<file path="src/ths_pkg.sv">
// ----------------------------------------------------------------------------
// ths_pkg - shared types and constants for the terrain height sampler
// Word layouts, grid store geometry, datapath step codes and the
// controller/datapath command and status bundles.
// ----------------------------------------------------------------------------
package ths_pkg;

	// Grid store geometry
	localparam int MAX_COLUMNS = 256;
	localparam int MAX_ROWS    = 256;
	localparam int COL_W       = $clog2(MAX_COLUMNS);
	localparam int ROW_W       = $clog2(MAX_ROWS);
	localparam int DEPTH       = MAX_COLUMNS * MAX_ROWS;
	localparam int ADDR_W      = $clog2(DEPTH);

	// Configuration port
	localparam int CFG_INDEX_W = 2;
	localparam int CFG_DATA_W  = 31;
	localparam int CNT_W       = 9;
	localparam logic [CFG_INDEX_W-1:0] CFG_GRID_COLUMNS    = 2'd0;
	localparam logic [CFG_INDEX_W-1:0] CFG_GRID_ROWS       = 2'd1;
	localparam logic [CFG_INDEX_W-1:0] CFG_POINT_SPACING   = 2'd2;
	localparam logic [CFG_INDEX_W-1:0] CFG_INVERSE_SPACING = 2'd3;

	// Item modes
	localparam logic [1:0] MODE_WRITE  = 2'd0;
	localparam logic [1:0] MODE_READ   = 2'd1;
	localparam logic [1:0] MODE_SAMPLE = 2'd2;
	localparam logic [1:0] MODE_UNUSED = 2'd3;

	// Datapath widths
	localparam int AX_W   = 42;             // offset position, Q.17
	localparam int MB_W   = 17;             // narrow multiplier operand, sign bit zero
	localparam int PROD_W = AX_W + MB_W;
	localparam int SUM_W  = PROD_W + 15;    // hi product shifted by 16 plus lo product
	localparam int S_W    = SUM_W - 17;     // scaled coordinate, Q.16
	localparam int U_W    = S_W - 17;       // integer part without sign
	localparam int ACC_W  = 51;
	localparam int H_W    = 36;

	localparam logic signed [31:0] HEIGHT_MAX = 32'sh7FFF_FFFF;
	localparam logic signed [31:0] HEIGHT_MIN = 32'sh8000_0000;

	typedef struct packed {
		logic [1:0]         mode;
		logic [7:0]         column_index;
		logic [7:0]         row_index;
		logic signed [31:0] height_value;
		logic signed [31:0] pos_x;
		logic signed [31:0] pos_z;
	} ths_item_t;

	typedef struct packed {
		logic signed [31:0] height_out;
		logic               inside_grid;
	} ths_result_t;

	// One datapath step per cycle
	typedef enum logic [4:0] {
		OP_NOP,
		OP_CLEAR,
		OP_WRITE,
		OP_READ,
		OP_READ_OUT,
		OP_INVALID,
		OP_EXT_X,
		OP_EXT_Z,
		OP_X_HI,
		OP_X_LO,
		OP_Z_HI,
		OP_Z_LO,
		OP_S_Z,
		OP_RD00,
		OP_RD10,
		OP_RD01,
		OP_RD11,
		OP_MUL_U,
		OP_MUL_V,
		OP_SUM,
		OP_OUT
	} ths_op_t;

	typedef struct packed {
		logic    load;
		ths_op_t op;
	} ths_cmd_t;

	typedef struct packed {
		logic clr_last;
		logic in_grid;
	} ths_status_t;

	// Linear store address of a grid point
	function automatic logic [ADDR_W-1:0] store_addr(input logic [15:0] row,
			input logic [15:0] col);
		return ADDR_W'(32'(row) * 32'(MAX_COLUMNS) + 32'(col));
	endfunction

endpackage

</file>
<file path="src/ths_ctrl.sv">
// ----------------------------------------------------------------------------
// ths_ctrl - sequencer for the terrain height sampler
// Runs the store clearing sweep after reset, takes items and steps the
// datapath through write, read or sample sequences.
// ----------------------------------------------------------------------------
module ths_ctrl
	import ths_pkg::*;
(
	input  logic        clk,
	input  logic        arst_n,
	input  logic        start,
	input  logic [1:0]  mode,
	input  ths_status_t status,
	output logic        busy,
	output logic        done,
	output ths_cmd_t    cmd
);

	typedef enum logic [4:0] {
		ST_IDLE,
		ST_CLEAR,
		ST_WRITE,
		ST_READ,
		ST_READ_OUT,
		ST_INVALID,
		ST_EXT_X,
		ST_EXT_Z,
		ST_X_HI,
		ST_X_LO,
		ST_Z_HI,
		ST_Z_LO,
		ST_S_Z,
		ST_RD00,
		ST_RD10,
		ST_RD01,
		ST_RD11,
		ST_MUL_U,
		ST_MUL_V,
		ST_SUM,
		ST_OUT
	} state_t;

	state_t state_q;
	logic   busy_q;
	logic   done_q;

	// State and registered outputs
	always_ff @(posedge clk or negedge arst_n) begin
		if (!arst_n) begin
			state_q <= ST_CLEAR;
			busy_q  <= 1'b1;
			done_q  <= 1'b0;
		end else begin
			// strobe in the cycle after a result step
			done_q <= (state_q == ST_WRITE) || (state_q == ST_READ_OUT) ||
				(state_q == ST_INVALID) || (state_q == ST_OUT);
			unique case (state_q)
				ST_IDLE: begin
					if (start) begin
						busy_q <= 1'b1;
						unique case (mode)
							MODE_WRITE:  state_q <= ST_WRITE;
							MODE_READ:   state_q <= ST_READ;
							MODE_SAMPLE: state_q <= ST_EXT_X;
							MODE_UNUSED: state_q <= ST_INVALID;
						endcase
					end
				end
				ST_CLEAR: begin
					if (status.clr_last) begin
						state_q <= ST_IDLE;
						busy_q  <= 1'b0;
					end
				end
				ST_READ:  state_q <= ST_READ_OUT;
				ST_EXT_X: state_q <= ST_EXT_Z;
				ST_EXT_Z: state_q <= ST_X_HI;
				ST_X_HI:  state_q <= ST_X_LO;
				ST_X_LO:  state_q <= ST_Z_HI;
				ST_Z_HI:  state_q <= ST_Z_LO;
				ST_Z_LO:  state_q <= ST_S_Z;
				ST_S_Z:   state_q <= ST_RD00;
				ST_RD00:  state_q <= status.in_grid ? ST_RD10 : ST_INVALID;
				ST_RD10:  state_q <= ST_RD01;
				ST_RD01:  state_q <= ST_RD11;
				ST_RD11:  state_q <= ST_MUL_U;
				ST_MUL_U: state_q <= ST_MUL_V;
				ST_MUL_V: state_q <= ST_SUM;
				ST_SUM:   state_q <= ST_OUT;
				// result steps: the word is out after this edge
				ST_WRITE, ST_READ_OUT, ST_INVALID, ST_OUT: begin
					state_q <= ST_IDLE;
					busy_q  <= 1'b0;
				end
			endcase
		end
	end

	// Step code for the datapath
	always_comb begin
		cmd.load = (state_q == ST_IDLE) && start;
		unique case (state_q)
			ST_IDLE:     cmd.op = OP_NOP;
			ST_CLEAR:    cmd.op = OP_CLEAR;
			ST_WRITE:    cmd.op = OP_WRITE;
			ST_READ:     cmd.op = OP_READ;
			ST_READ_OUT: cmd.op = OP_READ_OUT;
			ST_INVALID:  cmd.op = OP_INVALID;
			ST_EXT_X:    cmd.op = OP_EXT_X;
			ST_EXT_Z:    cmd.op = OP_EXT_Z;
			ST_X_HI:     cmd.op = OP_X_HI;
			ST_X_LO:     cmd.op = OP_X_LO;
			ST_Z_HI:     cmd.op = OP_Z_HI;
			ST_Z_LO:     cmd.op = OP_Z_LO;
			ST_S_Z:      cmd.op = OP_S_Z;
			ST_RD00:     cmd.op = OP_RD00;
			ST_RD10:     cmd.op = OP_RD10;
			ST_RD01:     cmd.op = OP_RD01;
			ST_RD11:     cmd.op = OP_RD11;
			ST_MUL_U:    cmd.op = OP_MUL_U;
			ST_MUL_V:    cmd.op = OP_MUL_V;
			ST_SUM:      cmd.op = OP_SUM;
			ST_OUT:      cmd.op = OP_OUT;
		endcase
	end

	assign busy = busy_q;
	assign done = done_q;

endmodule

</file>
<file path="config.mk">
export PLATFORM = sky130hd
export DESIGN_NAME = ths_ctrl
export DESIGN_NICKNAME = d
export VERILOG_FILES = /design/src/ths_pkg.sv /design/src/ths_ctrl.sv
export SDC_FILE = /design/constraint.sdc
export NUM_CORES = 1
export LEC_CHECK = 0
export ABC_CLOCK_PERIOD_IN_PS = 1900
export BUFFER_PORTS_ARGS = -buffer_cell sky130_fd_sc_hd__clkbuf_2
export CAP_MARGIN = 5
export CORE_MARGIN = 2
export CORE_UTILIZATION = 35
export CTS_BUF_LIST = sky130_fd_sc_hd__clkbuf_4 sky130_fd_sc_hd__clkbuf_8
export DETAILED_ROUTE_END_ITERATION = 7
export MAX_ROUTING_LAYER = met4
export PLACE_DENSITY_LB_ADDON = 0.15
export SLEW_MARGIN = 20
export SYNTH_ARGS = -nofsm -noshare
export SYNTH_HDL_FRONTEND = slang
export SYNTH_SLANG_ARGS = --single-unit
</file>
<file path="constraint.sdc">
create_clock -name clk -period 1.9 [get_ports clk]
set_input_delay 0.19 -clock clk [delete_from_list [all_inputs] [get_ports clk]]
set_output_delay 0.19 -clock clk [all_outputs]
set_load 0.01 [all_outputs]
</file>
==> impl_metrics.ini, run 1 <==
[run_status]
outcome = completed

[route]
drtPass1Iterations = 4
ant_nets = 0
vias_per_cell = 5.39
route.detailed.drc = 0
route.vias.total = 668
wl_per_cell_um = 13.5
drtIter0Drc = 31
wl_um = 1670

[grt]
antenna_found_initial = 0
grt_usage = 0.182
gr-total-overflow = 0
grt_pass1_wl_um = 2710
grt_pass1_vias = 586
grt_max_degree = 13

[die]
core_um2 = 1730
rows = 15
dieArea_um2 = 2190
die_w_um = 46.8
initial_core_util = 0.372
ios = 15
die_h_um = 46.8

[critical_path]
criticalPathCategory = reg2out
crit_buf_inv = 1
worstSetupEndpointType = output pin
cp_max_fo = 6
cp.arrival_ps = 1650
r2r_slack_ps = 270
path_cells = or2_4, or3_4, nor2_4, clkbuf_2
start_kind = flip-flop
crit_path_max_incr_delay_ps = 450
crit_slowest_cell = dfrtp_2
cp.required_ps = 1710
path_delay_family = simple AND/OR/NAND/NOR gates

[logic_synthesis]
ys.flop_type = dfrtp_1
syn_inst = 77
syn_nets = 84
synth_commonest_cells = 8 x inv_1, 7 x a21oi_1, 6 x nor2_1
synth_top_cell_area_share = 0.195
synthTopCellsByArea = dfrtp_1 19%, dfstp_2 8.2%, a21oi_1 5.5%
ys_warn_count = 0
synth-seq-cells = 7
synth_cell_types = 39
synth_most_common_cell = inv_1
synth_top_area_cell = dfrtp_1
syn_avg_cell_area_um2 = 8.34
synth_edf_count = 0
ys_seq_area_frac = 0.277
synth_area_um2 = 642
synthArstFlopShare = 1.00

[run]
max_cap_violations = 0

[power]
p_sw_w = 0.000629
power.share.clock = 0.116
vdd_drop_max_mv = 0.674
internal_power_w = 0.000759
cellLeakagePower_nw = 0.374
swShare = 0.453
power_density_nw_per_um2 = 1720
power_frac_seq = 0.239
power.total_w = 0.00139
combPwrFrac = 0.645

[cts]
clkSlewWorstSetupHoldPaths_ps = 50
worst_skew_pair.late_latency_ps = 270
cts_tree = built
cts-buffers-inserted = 3
root_buffer = clkbuf_4
cts_sinks = 7
cts_max_path_buffers = 2
h-tree-depth = 1

[min_path]
hold_class = in2reg

[placed_design]
place.gp.congestion = 0.833
dpl.hpwl_um = 1200
port_buffers = 14

[sta]
rsz0062_at_grt = no
final_max_slew_viol_count = 0
period_minus_slack_ps = 1840
max_freq_mhz = 544
worst_slew_pin_slew_ps = 305
fin_skew_ps = 1.32
setup_viol = 0
tns_ps = 0
fin_crit_sh = 0.968
hold_viol = 0
relSlewSlack = 0.796

[final_layout]
area_growth_pct = 25.5
drive_above_1_share = 0.384
final_nets = 107
diodes = 0
## metrics by stage
step	utilization	cells	hold slack, ps	area, µm²	setup slack [ps]
6_report	0.467	124	124	806	61.5
5_1_grt	0.467	124	134	806	0.657
4_1_cts	0.451	121	125	779	17.6
3_5_place_dp	0.428	116	51.8	738	275
3_3_place_gp	0.428	116	47.6	738	271
2_1_floorplan	-	77	-106	642	458
## kinds of logic (layout without fill, tap and decap cells)
logic type | Yosys count | in the layout | share of synthesized area
buffers and inverters | 14 | 36 | 0.125
flip-flops | 7 | 7 | 0.277
AND/OR/NAND/NOR | 26 | 26 | 0.242
AO/OA/AOI/OAI | 30 | 30 | 0.357
## final cells by class
class                           instances  area [µm²]
Clock buffer                            4        30.0
Fill cell                             177         921
Inverter                                8        30.0
Multi-Input combinational cell         56         387
Sequential cell                         7         180
Tap cell                               25        31.3
Timing Repair Buffer                   24         148
## sequential cells by signal (all words and copies together) (netlist names)
| signal | flops |
|---|---|
| busy | 1 |
| done | 1 |
| state_q | 5 |
## layout by cell type (no fill, tap or decap), types with 2 or more instances in the layout
cell      instances
nor2_1            6
clkbuf_2         14
nand2b_1          3
and2_1            2
clkbuf_4          4
a21oi_1           7
o21ai_0           4
nand2_1           3
a21boi_0          3
dfrtp_2           2
dfrtp_1           3
o32ai_1           2
dfstp_2           2
buf_4             9
or2_1             2
inv_1             8
## layer usage
layer,share of wire,global-route usage,up-vias
met5,0,-,-
met4,0.013,0.0500,0
met3,0.077,0.0577,4
met2,0.45,0.255,28
met1,0.46,0.251,310
li1,-,-,326
## worst paths after layout
path | cells after the start | startpoint | endpoint
worst max-delay path | 4 | state_q[2] | cmd[5]
worst min register to register | 1 | busy | busy
worst max register to register | 5 | state_q[1] | state_q[0]
min in group asynchronous | 2 | arst_n | state_q[1]
max in group asynchronous | 2 | arst_n | state_q[0]
worst min-delay path | 3 | mode[0] | state_q[0]
## worst min-delay path: cells and delay by family
family,cells,cell delay [ps]
buffers and inverters,2,130
AOI/OAI and AO/OA,1,50
## repair_timing
item,CTS,global route
cloned,0,0
hold buffers,1,0
hold endpoints to repair,5,0
buffers inserted,0,3
resized for setup,1,2
endpoints found under the setup margin,1,1
## power by group through the flow
stage / Sequential, W / Clock (W) / Combinational (W)
floorplan: 0.000282 / 0 / 0.000685
global placement: 0.000332 / 0 / 0.000840
detailed placement: 0.000328 / 0 / 0.000839
CTS: 0.000328 / 0.000165 / 0.000841
global route: 0.000342 / 0.000171 / 0.00100
finish: 0.000331 / 0.000161 / 0.000896
Note: power is estimated with default switching activity, not from simulation.
==> run 2, diff against run 1 <==
SETUP_SLACK_MARGIN = 0.15   (was unset)
==> impl_metrics.ini, run 2 (synthesis gave the netlist of run 1 again) <==
[final_layout]
final_cell_mix = 14 x buf_4, 13 x clkbuf_2, 8 x inv_1, 7 x a21oi_1, 6 x nor2_1
diodes = 0
post-route-util = 0.494
regArea_um2 = 181
area_growth_pct = 32.9
final_nets = 112
largest_register_ffs = 5
multiInputGateArea_um2 = 389
drive_above_1_share = 0.433
largest_register = state_q
nFillCells = 180
final_common_cell = buf_4

[route]
route.detailed.drc = 0
wl_um = 1820
vias_per_cell = 5.43
drtIter0Drc = 27
route.vias.total = 701
drtPass1Iterations = 4
ant_nets = 0
wl_per_cell_um = 14.1

[min_path]
hold-path-endpoint = state_q[0]
hp-start = mode[0]
hold_class = in2reg
worstHoldPathCells = 3

[sta]
worst_slew_pin_slew_ps = 313
rsz0062_at_grt = yes
relSlewSlack = 0.791
period_minus_slack_ps = 1770
hold_ws_ps = 122
max_freq_mhz = 566
fin_crit_sh = 0.930
final_max_slew_viol_count = 0
hold_viol = 0
setup_viol = 0
fin_skew_ps = 1.67
tns_ps = 0
setup_slack_ps = 132

[grt]
grt_pass1_vias = 625
gr-total-overflow = 0
grt_max_degree = 13
antenna_found_initial = 0
grt_pass1_wl_um = 2890
grt_usage = 0.194

[power]
cellLeakagePower_nw = 0.398
vdd_drop_max_mv = 0.768
power_density_nw_per_um2 = 1780

[placed_design]
port_buffers = 14
dpl.hpwl_um = 1200
place_ws_ps = 275
place.gp.congestion = 0.833

[cts]
root_buffer = clkbuf_4
cts-buffers-inserted = 3
clkSlewWorstSetupHoldPaths_ps = 50
cts_max_path_buffers = 2
cts_tree = built
cts_sinks = 7
h-tree-depth = 1
worst_skew_pair.late_latency_ps = 270

[critical_path]
cp_max_fo = 3
cp.arrival_ps = 1580
reg2reg_depth = 6
start_kind = flip-flop
worstSetupEndpointType = output pin
rr_startpoint = state_q[1]
criticalPathCategory = reg2out
worstReg2RegEnd = state_q[0]
cp.required_ps = 1710
r2r_slack_ps = 270

[die]
core_um2 = 1730
initial_core_util = 0.372
die_w_um = 46.8
rows = 15
dieArea_um2 = 2190
die_h_um = 46.8
ios = 15

[run_status]
outcome = completed

[run]
max_cap_violations = 0
run 2: changes by cell type in the layout (fill, tap and decap cells not counted), sizes merged:
cell and change:
buf +6, clkbuf -1
run 2: how the worst max path moves through the flow:
stage / start / to / slack, ps / cells after the start
2_1_floorplan: state_q[2] / state_q[1] / 460 / 4
3_3_place_gp: state_q[1] / state_q[0] / 270 / 5
3_5_place_dp: state_q[2] / cmd[5] / 270 / 4
4_1_cts: state_q[1] / cmd[5] / 130 / 4
5_1_grt: state_q[3] / cmd[5] / 90 / 4
6_report: state_q[2] / cmd[5] / 130 / 4
run 2: final cells by class:
cell class | instances | area share
clock buffer | 4 | 0.0352
sequential | 7 | 0.213
multi-input combinational | 56 | 0.456
inverter | 8 | 0.0352
tap | 25 | 0.0367
timing repair buffer | 29 | 0.224
run 2: power by group:
| group | switching (W) | internal (W) |
|---|---|---|
| logic | 0.000563 | 0.000530 |
| registers | 0.0000353 | 0.000231 |
| clock network | 0.0000679 | 0.0000952 |
run 2: critical path: stages (launching register included):
cell and delay [ps]:
dfrtp_2 410, or2_4 240, or3_4 400, nor2_4 140
buf_6 110
run 2: through the flow:
step	cells	total power (W)	area, µm²
global route	129	0.00165	853
finish	129	0.00152	853
CTS	125	0.00142	817
detailed placement	116	0.00117	738
floorplan	77	0.000967	642
global placement	116	0.00117	738
run 2: repair_timing:
| item | 4_1_cts | 5_1_grt |
|---|---|---|
| pin swaps | 1 | 3 |
| gates cloned | 0 | 0 |
| endpoints found under the setup margin | 1 | 2 |
| hold buffers | 1 | 0 |
| endpoints found under the hold margin | 5 | 0 |
| buffers inserted | 4 | 4 |
| resized for setup | 5 | 2 |
run 2: routing by layer:
metal	routed length, µm	track usage	vias up
met1	812	0.263	330
met5	0	-	-
met4	21	0.0500	0
met2	853	0.282	29
li1	-	-	339
met3	128	0.0577	3
==> run 3, diff against run 2 <==
ABC_CLOCK_PERIOD_IN_PS = 1960   (was 1900)
GPL_TIMING_DRIVEN = 0   (was unset)
clock period = 1.96 ns   (was 1.9 ns; I/O delays follow)
==> impl_metrics.ini, run 3 (synthesis gave the netlist of run 1 again) <==
[critical_path]
cp_max_fo = 4
startpoint = state_q[2]
cp.arrival_ps = 1610
crit_path_max_incr_delay_ps = 420
r2r_slack_ps = 350
criticalPathCategory = reg2out
path_cells = or2_4, or3_4, nor2_4, clkbuf_2
path_delay_family = simple AND/OR/NAND/NOR gates
worstReg2RegEnd = state_q[2]
crit_buf_inv = 1
cp.required_ps = 1760
crit_slowest_cell = dfrtp_2
worstSetupEndpointType = output pin
start_kind = flip-flop
rr_startpoint = state_q[2]
reg2reg_depth = 5

[grt]
grt_pass1_wl_um = 2540
grt_max_degree = 11
gr-total-overflow = 0
grt_pass1_vias = 586
antenna_found_initial = 0
grt_usage = 0.169

[sta]
setup_viol = 0
hold_viol = 0
rsz0062_at_grt = yes
relSlewSlack = 0.770
final_max_slew_viol_count = 0
worst_slew_pin_slew_ps = 343
hold_ws_ps = 155
fin_skew_ps = 4.30
period_minus_slack_ps = 1800
fin_crit_sh = 0.919
max_freq_mhz = 555
tns_ps = 0

[route]
drtPass1Iterations = 4
ant_nets = 0
drtIter0Drc = 15
wl_um = 1720
route.detailed.drc = 0
wl_per_cell_um = 13.4
vias_per_cell = 5.54
route.vias.total = 709

[final_layout]
area_growth_pct = 32.0
multiInputGateArea_um2 = 393
diodes = 0
regArea_um2 = 180
drive_above_1_share = 0.427
largest_register = state_q
final_common_cell = clkbuf_2
final_nets = 111
largest_register_ffs = 5
nFillCells = 177
final_cell_mix = 14 x clkbuf_2, 9 x buf_4, 8 x inv_1, 6 x nor2_1, 6 x a21oi_1

[die]
die_w_um = 46.8
die_h_um = 46.8
rows = 15
dieArea_um2 = 2190
ios = 15
core_um2 = 1730
initial_core_util = 0.372

[min_path]
hold-path-endpoint = state_q[0]
hold_class = in2reg
hp-start = mode[0]
worstHoldPathCells = 3

[cts]
cts_sinks = 7
root_buffer = clkbuf_4
cts_max_path_buffers = 2
cts_tree = built
h-tree-depth = 1
cts-buffers-inserted = 3
worst_skew_pair.late_latency_ps = 250
clkSlewWorstSetupHoldPaths_ps = 50

[placed_design]
port_buffers = 14
place.gp.congestion = 0.829
dpl.hpwl_um = 1180

[run_status]
outcome = completed

[run]
max_cap_violations = 0

[power]
power.total_w = 0.00145
vdd_drop_max_mv = 0.617
cellLeakagePower_nw = 0.396
power_density_nw_per_um2 = 1720
[run 3: layout make-up]
cell class,instances,area share
multi-input combinational,56,0.464
sequential,7,0.213
timing repair buffer,22,0.157
buffer,6,0.0591
tap,25,0.0369
clock buffer,4,0.0355
inverter,8,0.0355
[run 3: worst reg2reg max path, cell delays in order, from the launching register on]
cell	delay [ps]
dfrtp_2	420
buf_4	170
or4b_1	490
a21oi_1	160
a221oi_1	80
o41ai_2	200
[run 3: worst max path at each step]
stage                      end  slack [ps]  cells after the start
detailed placement      cmd[5]         330                      4
global placement        cmd[5]         320                      4
finish                  cmd[5]         160                      4
CTS                     cmd[5]         130                      5
floorplan           state_q[1]         520                      4
global route            cmd[5]         110                      4
[run 3: routing by layer]
metal | vias up | global-route usage | wire (µm)
li1 | 333 | - | -
met1 | 349 | 0.205 | 774
met2 | 27 | 0.274 | 848
met3 | 0 | 0.0615 | 95
met4 | 0 | 0.0278 | 0
met5 | - | - | 0
[run 3: stage by stage]
step | area (µm²) | setup WS [ps] | std cells | util
final | 847 | 159 | 128 | 0.491
after global routing | 847 | 111 | 128 | 0.491
after CTS | 826 | 134 | 126 | 0.478
after detailed placement | 743 | 328 | 116 | 0.430
after global placement | 743 | 324 | 116 | 0.430
after floorplan | 642 | 518 | 77 | -
[run 3: timing repair]
item                                    CTS  global route
hold buffers                              1             0
pin swaps                                 3             1
gates resized for setup                   3             2
endpoints found under the setup margin    1             2
hold endpoints to repair                  7             0
buffers inserted                          5             2
[run 3: where the power goes]
part	internal (W)	switching [W]	leakage [nW]
Clock	0.0000912	0.0000490	0.0184
Combinational	0.000504	0.000544	0.295
Sequential	0.000222	0.0000416	0.0830
Total	0.000818	0.000635	0.396
